### src/rc_frame_assembler_decoder_assert.svh
// Assertion macros used by the frame decoder control module.
`ifndef RC_FRAME_ASSEMBLER_DECODER_ASSERT_SVH
`define RC_FRAME_ASSEMBLER_DECODER_ASSERT_SVH

// Check post in the same cycle as pre.
`define RCFAD_ASSERT_NOW(label, pre, post, msg) \
    label: assert property (@(posedge i_clk) disable iff (!i_rst_n) (pre) |-> (post)) \
        else $error(msg);

// Check post in the cycle after pre.
`define RCFAD_ASSERT_NEXT(label, pre, post, msg) \
    label: assert property (@(posedge i_clk) disable iff (!i_rst_n) (pre) |=> (post)) \
        else $error(msg);

`endif

### src/rcfad_pkg.sv
// Package with types and constants of the frame assembler and decoder.
`timescale 1ns / 1ps
`default_nettype none

package rcfad_pkg;

    localparam int FrameBytes = 21;
    localparam int AddrW      = 5;
    localparam int ChanIdxW   = 3;
    localparam int ValueW     = 14;

    typedef logic [AddrW-1:0]    t_addr;
    typedef logic [7:0]          t_byte;
    typedef logic [ChanIdxW-1:0] t_chan;
    typedef logic [ValueW-1:0]   t_value;

    localparam t_addr  LastPos       = 5'd20;
    localparam t_addr  AddrHeader    = 5'd0;
    localparam t_addr  AddrTrailer   = 5'd19;
    localparam t_addr  ChanBase      = 5'd3;
    localparam t_byte  HeaderByte    = 8'hA8;
    localparam t_byte  TrailerByte   = 8'h00;
    localparam t_chan  LastChan      = 3'd7;
    localparam t_value ChanOffset    = 14'd375;
    localparam logic [31:0] GapLimitReset = 32'd5000;

    typedef struct packed {
        logic  we;
        t_addr waddr;
        t_byte wdata;
        logic  re;
        t_addr raddr;
    } t_mem_req;

endpackage

`default_nettype wire

### src/rcfad_in_if.sv
// Input byte channel: received byte with arrival timestamp.
`timescale 1ns / 1ps
`default_nettype none

interface rcfad_in_if;
    logic        valid;
    logic        ready;
    logic [7:0]  rx_byte;
    logic [31:0] arrival_time_us;

    modport source (output valid, output rx_byte, output arrival_time_us, input ready);
    modport sink   (input valid, input rx_byte, input arrival_time_us, output ready);
endinterface

`default_nettype wire

### src/rcfad_out_if.sv
// Output channel: one decoded RC channel per request.
`timescale 1ns / 1ps
`default_nettype none

interface rcfad_out_if;
    logic        valid;
    logic        ready;
    logic [2:0]  channel_index;
    logic [13:0] channel_value;
    logic        last_channel;

    modport source (output valid, output channel_index, output channel_value,
                    output last_channel, input ready);
    modport sink   (input valid, input channel_index, input channel_value,
                    input last_channel, output ready);
endinterface

`default_nettype wire

### src/rcfad_cfg_if.sv
// Configuration write channel carrying the gap limit.
`timescale 1ns / 1ps
`default_nettype none

interface rcfad_cfg_if;
    logic        valid;
    logic        ready;
    logic [31:0] gap_limit_us;

    modport source (output valid, output gap_limit_us, input ready);
    modport sink   (input valid, input gap_limit_us, output ready);
endinterface

`default_nettype wire

### src/rcfad_store.sv
// Frame byte memory, one write and one registered read port.
`timescale 1ns / 1ps
`default_nettype none

module rcfad_store
    import rcfad_pkg::*;
(
    input  wire           i_clk,
    input  wire t_mem_req i_req,
    output t_byte         o_rdata
);

    t_byte r_mem [FrameBytes];
    t_byte r_rdata;

    always_ff @(posedge i_clk) begin
        if (i_req.we) begin
            r_mem[i_req.waddr] <= i_req.wdata;
        end
        if (i_req.re) begin
            r_rdata <= r_mem[i_req.raddr];
        end
    end

    assign o_rdata = r_rdata;

endmodule

`default_nettype wire

### src/rcfad_ctrl.sv
// Frame position tracking, completion check and channel decode sequencer.
`timescale 1ns / 1ps
`default_nettype none

`include "rc_frame_assembler_decoder_assert.svh"

module rcfad_ctrl
    import rcfad_pkg::*;
(
    input  wire         i_clk,
    input  wire         i_rst_n,
    rcfad_in_if.sink    i_byte,
    rcfad_cfg_if.sink   i_cfg,
    rcfad_out_if.source o_chan,
    output t_mem_req    o_mem_req,
    input  wire t_byte  i_mem_rdata
);

    localparam logic [2:0] S_IDLE = 3'd0;
    localparam logic [2:0] S_RD0  = 3'd1;
    localparam logic [2:0] S_RD19 = 3'd2;
    localparam logic [2:0] S_CHK  = 3'd3;
    localparam logic [2:0] S_HI   = 3'd4;
    localparam logic [2:0] S_LO   = 3'd5;
    localparam logic [2:0] S_CALC = 3'd6;

    logic [2:0]  r_state, n_state;
    t_addr       r_pos, n_pos;
    logic [31:0] r_prev, n_prev;
    logic [31:0] r_gap_limit;
    t_chan       r_ch, n_ch;
    logic        r_hdr_ok, n_hdr_ok;
    t_byte       r_hi;
    logic        r_out_valid;
    t_chan       r_out_index;
    t_value      r_out_value;
    logic        r_out_last;

    logic [31:0] gap;
    t_addr       pos_eff;
    logic        complete;
    logic        in_fire;
    logic        out_load;
    logic [15:0] raw;
    logic [18:0] prod;
    t_value      scaled;
    t_value      value;
    t_addr       ch_addr;

    always_comb begin
        gap      = i_byte.arrival_time_us - r_prev;
        pos_eff  = (gap > r_gap_limit) ? AddrHeader : r_pos;
        complete = (pos_eff == LastPos);
        in_fire  = i_byte.valid && (r_state == S_IDLE);
        out_load = (r_state == S_CALC) && (!r_out_valid || o_chan.ready);
        raw      = {r_hi, i_mem_rdata};
        prod     = {3'b000, raw} + {1'b0, raw, 2'b00};
        scaled   = prod[18:5];
        value    = (scaled < ChanOffset) ? '0 : (scaled - ChanOffset);
        ch_addr  = {1'b0, r_ch, 1'b0} + ChanBase;
    end

    always_comb begin
        o_mem_req.we    = in_fire;
        o_mem_req.waddr = pos_eff;
        o_mem_req.wdata = i_byte.rx_byte;
        o_mem_req.re    = 1'b0;
        o_mem_req.raddr = AddrHeader;
        n_state  = r_state;
        n_pos    = r_pos;
        n_prev   = r_prev;
        n_ch     = r_ch;
        n_hdr_ok = r_hdr_ok;
        unique case (r_state)
            S_IDLE: begin
                if (in_fire) begin
                    n_prev = i_byte.arrival_time_us;
                    n_pos  = complete ? LastPos : (pos_eff + 5'd1);
                    if (complete) begin
                        n_state = S_RD0;
                    end
                end
            end
            S_RD0: begin
                o_mem_req.re    = 1'b1;
                o_mem_req.raddr = AddrHeader;
                n_state         = S_RD19;
            end
            S_RD19: begin
                o_mem_req.re    = 1'b1;
                o_mem_req.raddr = AddrTrailer;
                n_hdr_ok        = (i_mem_rdata == HeaderByte);
                n_state         = S_CHK;
            end
            S_CHK: begin
                n_ch    = '0;
                n_state = (r_hdr_ok && i_mem_rdata == TrailerByte) ? S_HI : S_IDLE;
            end
            S_HI: begin
                o_mem_req.re    = 1'b1;
                o_mem_req.raddr = ch_addr;
                n_state         = S_LO;
            end
            S_LO: begin
                o_mem_req.re    = 1'b1;
                o_mem_req.raddr = ch_addr + 5'd1;
                n_state         = S_CALC;
            end
            S_CALC: begin
                if (out_load) begin
                    n_ch    = r_ch + 3'd1;
                    n_state = (r_ch == LastChan) ? S_IDLE : S_HI;
                end
            end
            default: begin
                n_state = S_IDLE;
            end
        endcase
    end

    always_ff @(posedge i_clk) begin
        if (!i_rst_n) begin
            r_state     <= S_IDLE;
            r_pos       <= '0;
            r_prev      <= '0;
            r_gap_limit <= GapLimitReset;
            r_ch        <= '0;
            r_hdr_ok    <= 1'b0;
            r_out_valid <= 1'b0;
        end else begin
            r_state  <= n_state;
            r_pos    <= n_pos;
            r_prev   <= n_prev;
            r_ch     <= n_ch;
            r_hdr_ok <= n_hdr_ok;
            if (i_cfg.valid) begin
                r_gap_limit <= i_cfg.gap_limit_us;
            end
            if (out_load) begin
                r_out_valid <= 1'b1;
            end else if (o_chan.ready) begin
                r_out_valid <= 1'b0;
            end
        end
    end

    always_ff @(posedge i_clk) begin
        if (r_state == S_LO) begin
            r_hi <= i_mem_rdata;
        end
        if (out_load) begin
            r_out_index <= r_ch;
            r_out_value <= value;
            r_out_last  <= (r_ch == LastChan);
        end
    end

    assign i_byte.ready         = (r_state == S_IDLE);
    assign i_cfg.ready          = 1'b1;
    assign o_chan.valid         = r_out_valid;
    assign o_chan.channel_index = r_out_index;
    assign o_chan.channel_value = r_out_value;
    assign o_chan.last_channel  = r_out_last;

    `RCFAD_ASSERT_NOW(a_pos_range, 1'b1, r_pos <= LastPos, "frame position beyond last byte")
    `RCFAD_ASSERT_NEXT(a_complete_starts_check, in_fire && complete, r_state == S_RD0,
        "completed frame did not start the check")
    `RCFAD_ASSERT_NEXT(a_last_ends_run, out_load && r_ch == LastChan,
        r_state == S_IDLE && o_chan.valid && o_chan.last_channel,
        "last channel did not end the run")

endmodule

`default_nettype wire

### src/rc_frame_assembler_decoder.sv
// Top level of the RC frame assembler and channel decoder.
// Flow: a byte is stored in the cycle its request is taken; a non-completing byte lets the
// next request in on the following cycle. A completing byte holds the input through the
// header/trailer reads and check and, if both bytes match, through two reads and scaling per
// channel, longer while the output is held off; a failed check returns to taking input.
// Reset clears position, previous time and output valid, and loads a gap limit of 5000 us.
`timescale 1ns / 1ps
`default_nettype none

module rc_frame_assembler_decoder
    import rcfad_pkg::*;
(
    input  wire         i_clk,
    input  wire         i_rst_n,
    rcfad_in_if.sink    i_byte,
    rcfad_cfg_if.sink   i_cfg,
    rcfad_out_if.source o_chan
);

    t_mem_req mem_req;
    t_byte    mem_rdata;

    rcfad_store u_store (
        .i_clk   (i_clk),
        .i_req   (mem_req),
        .o_rdata (mem_rdata)
    );

    rcfad_ctrl u_ctrl (
        .i_clk       (i_clk),
        .i_rst_n     (i_rst_n),
        .i_byte      (i_byte),
        .i_cfg       (i_cfg),
        .o_chan      (o_chan),
        .o_mem_req   (mem_req),
        .i_mem_rdata (mem_rdata)
    );

endmodule

`default_nettype wire
### src/flat_wrapper.sv
// flat-port wrapper written by rule: the top's interface ports become plain ports
module rc_frame_assembler_decoder_flat import rcfad_pkg::*;
  (i_clk, i_rst_n, i_byte_valid, i_byte_rx_byte, i_byte_arrival_time_us, i_byte_ready, i_cfg_valid, i_cfg_gap_limit_us, i_cfg_ready, o_chan_valid, o_chan_channel_index, o_chan_channel_value, o_chan_last_channel, o_chan_ready);
  rcfad_in_if i_byte_i ();
  rcfad_cfg_if i_cfg_i ();
  rcfad_out_if o_chan_i ();
  input  wire i_clk;
  input  wire i_rst_n;
  input wire logic [$bits(i_byte_i.valid)-1:0] i_byte_valid;
  input wire logic [$bits(i_byte_i.rx_byte)-1:0] i_byte_rx_byte;
  input wire logic [$bits(i_byte_i.arrival_time_us)-1:0] i_byte_arrival_time_us;
  output wire logic [$bits(i_byte_i.ready)-1:0] i_byte_ready;
  input wire logic [$bits(i_cfg_i.valid)-1:0] i_cfg_valid;
  input wire logic [$bits(i_cfg_i.gap_limit_us)-1:0] i_cfg_gap_limit_us;
  output wire logic [$bits(i_cfg_i.ready)-1:0] i_cfg_ready;
  output wire logic [$bits(o_chan_i.valid)-1:0] o_chan_valid;
  output wire logic [$bits(o_chan_i.channel_index)-1:0] o_chan_channel_index;
  output wire logic [$bits(o_chan_i.channel_value)-1:0] o_chan_channel_value;
  output wire logic [$bits(o_chan_i.last_channel)-1:0] o_chan_last_channel;
  input wire logic [$bits(o_chan_i.ready)-1:0] o_chan_ready;
  assign i_byte_i.valid = i_byte_valid;
  assign i_byte_i.rx_byte = i_byte_rx_byte;
  assign i_byte_i.arrival_time_us = i_byte_arrival_time_us;
  assign i_byte_ready = i_byte_i.ready;
  assign i_cfg_i.valid = i_cfg_valid;
  assign i_cfg_i.gap_limit_us = i_cfg_gap_limit_us;
  assign i_cfg_ready = i_cfg_i.ready;
  assign o_chan_valid = o_chan_i.valid;
  assign o_chan_channel_index = o_chan_i.channel_index;
  assign o_chan_channel_value = o_chan_i.channel_value;
  assign o_chan_last_channel = o_chan_i.last_channel;
  assign o_chan_i.ready = o_chan_ready;
  rc_frame_assembler_decoder u_core (.i_clk(i_clk), .i_rst_n(i_rst_n), .i_byte(i_byte_i), .i_cfg(i_cfg_i), .o_chan(o_chan_i));
endmodule
### config.mk
export PLATFORM = sky130hd
export DESIGN_NAME = rc_frame_assembler_decoder_flat
export DESIGN_NICKNAME = d
export VERILOG_FILES = /design/src/rcfad_pkg.sv /design/src/rcfad_in_if.sv /design/src/rcfad_out_if.sv /design/src/rcfad_cfg_if.sv /design/src/rcfad_store.sv /design/src/rcfad_ctrl.sv /design/src/rc_frame_assembler_decoder.sv /design/src/flat_wrapper.sv
export VERILOG_INCLUDE_DIRS = /design/src /design/src/src
export SDC_FILE = /design/constraint.sdc
export NUM_CORES = 1
export LEC_CHECK = 0
export ABC_AREA = 0
export BUFFER_PORTS_ARGS = -buffer_cell sky130_fd_sc_hd__buf_2
export CAP_MARGIN = 15
export CORE_MARGIN = 10
export CORE_UTILIZATION = 45
export CTS_CLUSTER_DIAMETER = 100
export CTS_CLUSTER_SIZE = 8
export DETAILED_ROUTE_END_ITERATION = 8
export PLACE_DENSITY = 0.62
export SLEW_MARGIN = 40
export SYNTH_ARGS = -nofsm -noshare
export SYNTH_HDL_FRONTEND = slang
export SYNTH_SLANG_ARGS = --single-unit
### constraint.sdc
create_clock -name i_clk -period 6.8 [get_ports i_clk]
set_input_delay 1.36 -clock i_clk [delete_from_list [all_inputs] [get_ports i_clk]]
set_output_delay 1.36 -clock i_clk [all_outputs]
set_load 0.05 [all_outputs]
==> metrics.md <==
| Metric | Value |
|---|---|
| Status | completed |
| Max IR drop VDD | 0.1913 mV |
| Synth Net Count | 1334 |
| Initial DRT Pass Iterations | 5 |
| Slew HR | 51.32% |
| Final layout net count | 1464 |
| EDFF count, synth | 202 |
| Clk slew on worst S/H paths | 0.05 ns |
| Post-synthesis cell count | 1173 |
| Main synth FF type | edfxtp_1 |
| Maximum clock rate | 165.0 MHz |
| Total grt overflow | 0 |
| Warnings from Yosys | 0 |
| Switching share of power | 23.85% |
| Post-Syn Area | 0.01414 mm2 |
| Hold_buf cts | 0 |
| Startpoint Class | input pin |
| Crit-path cells | buf_2 > ha_1 > nor2b_1 > o21a_1 > o21ai_0 > a21oi_1 > o21ai_1 > o22ai_1 > o41ai_2 > o21ai_0 > xor2_1 > ha_1 > nand4_1 > nor4_1 > o21ai_1 > a32oi_1 > nor2b_1 > inv_1 > ha_1 > inv_1 > nor2_1 > nand3_1 > nor2_1 > buf_4 |
| Post-CTS Setup Repair Bufs | 0 |
| Critical path required time | 7.02 ns |
| Share of cells above drive strength 1 | 17.81% |
| Drt drc | 0 |
| Slowest stage delay, CP | 0.41 ns |
| Crit Path Class | in2reg |
| Die X | 197.3 um |
| Area grow syn2layout | 15.93% |
| Crit path max fanout | 8 |
| Count of boundary I/O pins | 98 |
| Most frequent cells in the layout | edfxtp_1 (202), nand2_1 (109), buf_2 (95), inv_1 (84), ha_1 (83) |
| MaxCap Viol Count | 0 |
| Int Power | 3.164 mW |
| Hold WC Path Type | reg2reg |
| Largest net degree at the start of global routing | 78 |
| Power share of the clock group | 43.5% |
| Synth area leader | edfxtp_1 |
| I/O Buffers | 96 |
| Crit-path slowest cell | o41ai_2 |
| Setup WS pre-CTS | 0.2335 ns |
| Yosys cell types | 67 |
| Avg Synthesized Cell Area | 12.05 um2 |
| #FFs+latches synth | 279 |
| Die Y | 197.3 um |
| Final worst slack | 0.7396 ns |
| Area share of the largest cell type after synthesis | 42.90% |
| Share of flip-flops with an asynchronous set or reset | 0% |
| Initial antenna violation count | 0 |
| Critical Path End Type | register |
| Synth top area cells | edfxtp_1 (43%), dfxtp_1 (11%), ha_1 (7.3%) |
| Unrepaired setup endpoints after global routing | no |
| Pwr Density | 253.5 mW/mm2 |
| Routability congestion estimate | 0.8564 |
| Clock sinks | 279 |
| Core area | 0.03083 mm2 |
| Root Driver | clkbuf_16 |
| CTS H-tree lvls | 2 |
| CTS Buf Count | 40 |
| Row count | 64 |
| Routed len/inst | 18.45 um |
| Slew @ Worst Pin | 0.7250 ns |
| Starting Density | 45.86% |
| First-pass GRT wire length | 51540 um |
| DRT antenna net count | 0 |
| Iteration-0 DRC Markers | 725 |
| Comb power frac | 11.5% |
| Hold_ws | 0.4608 ns |
| Avg Vias per Cell | 5.425 |
| Seq pwr share | 45.0% |
| Leakage | 6.122 nW |
| Critical path's most frequent cell | ha_1 |
| Crit path arrival time | 6.28 ns |
| Sequential element share of the synthesized area | 53.80% |
| Final period utilization | 89.12% |
| Clock Latency Late Sink | 0.53 ns |
| Final hold violations | 0 |
| Commonest non-fill, non-tap cell in the layout | edfxtp_1 |
| Setup tns final | 0 ns |
| Die footprint | 0.03891 mm2 |
| Dpl hpwl | 22320 um |
| Max Buffers Root-to-Sink | 3 |
| GRT Util Overall | 16.45% |
| Max Transition Viols Final | 0 |
| Number of diodes | 0 |
| Final wirelength | 31860 um |
| Fin crit period | 6.060 ns |
| CTS tree | yes |
| Sw power | 991.1 uW |
| CTS resizes | 0 |
| Clock Skew | 0.02171 ns |
| Number of global-route vias before repair | 9610 |
| Final number of setup-violating endpoints | 0 |
| Vias | 9369 |
logic make-up after synthesis:
kind of cell	share of synthesized area, %
compound gates	10.72
simple gates	11.13
xor+xnor	2.947
fa+ha+maj	7.486
mux	10.41
other cells	0.02652
buf+inv	3.477
flops	53.80
registers in the layout, indices dropped and copies added (netlist names), 5 cells and up:
name	count
u_core.u_ctrl.r_pos	5
u_core.u_ctrl.r_gap_limit	32
u_core.u_store.r_mem	168
u_core.u_ctrl.r_prev	32
u_core.u_ctrl.r_hi	8
u_core.u_store.o_rdata	8
u_core.u_ctrl.o_chan.channel_value	14
final cells by class:
cell class | count | area (um2)
Fill cell | 2608 | 14440
Clock inverter | 3 | 45.04
Sequential cell | 279 | 7607
Tap cell | 396 | 495.5
Multi-Input combinational cell | 768 | 6081
Inverter | 84 | 315.3
Timing Repair Buffer | 130 | 745.7
Clock buffer | 67 | 1102
synth_stat cells, types with 10 or more instances:
cell type / instances
a21boi_0: 36
a21o_1: 35
a21oi_1: 50
and2_1: 10
clkbuf_1: 30
dfxtp_1: 77
edfxtp_1: 202
ha_1: 83
inv_1: 84
mux2i_1: 47
mux4_2: 40
nand2_1: 109
nand2b_1: 16
nand3_1: 17
nand4_1: 16
nor2_1: 54
nor2b_1: 36
nor3_1: 14
nor4_1: 21
o211ai_1: 17
o21a_1: 14
o21ai_0: 33
xnor2_1: 28
xor2_1: 17
per-layer routing:
layer / wire length [um] / vias to the layer above / GRT usage (%)
met2: 14880 / 240 / 26.73
li1: - / 4584 / -
met1: 14520 / 4492 / 22.09
met5: 0 / - / 0
met4: 623 / 0 / 4.244
met3: 1839 / 53 / 3.288
power groups by stage:
stage	registers (mW)	clock network, mW	logic [mW]
final	1.87	1.81	0.476
after global routing	1.87	1.93	0.541
after CTS	1.87	1.85	0.478
after detailed placement	1.90	0	0.476
after global placement	1.90	0	0.466
after floorplan	1.90	0	0.332
worst paths after layout:
kind	slack, ns	depth (start not counted)	from	to
max reg2reg	1.34	24	u_core.u_ctrl.r_prev[1]$_SDFFE_PN0P_	u_core.u_store.r_mem[20][4]$_DFFE_PP_
max	0.74	24	i_byte_arrival_time_us[1]	u_core.u_store.r_mem[20][4]$_DFFE_PP_
min reg2reg	0.46	2	u_core.u_ctrl.r_prev[10]$_SDFFE_PN0P_	u_core.u_ctrl.r_prev[10]$_SDFFE_PN0P_
min	0.46	2	u_core.u_ctrl.r_prev[10]$_SDFFE_PN0P_	u_core.u_ctrl.r_prev[10]$_SDFFE_PN0P_
stage by stage:
| stage | power (mW) | area (um2) | util [%] | std cells |
|---|---|---|---|---|
| after floorplan | 2.232 | 14140 | - | 1173 |
| after global placement | 2.369 | 15220 | 49.38 | 1656 |
| after detailed placement | 2.379 | 15230 | 49.40 | 1656 |
| after CTS | 4.201 | 16380 | 53.12 | 1726 |
| after global routing | 4.340 | 16390 | 53.17 | 1727 |
| final | 4.155 | 16390 | 53.17 | 1727 |
critical path: cells and delay by family:
kind                       cells  cell delay [ns]
AOI/OAI and AO/OA              9             2.34
buffers and inverters          4             0.46
and+or+nand+nor                7             1.21
adders and majority gates      3             0.74
xor gates and xnor gates       1             0.17
No activity file was read; power rests on OpenSTA's default activity.
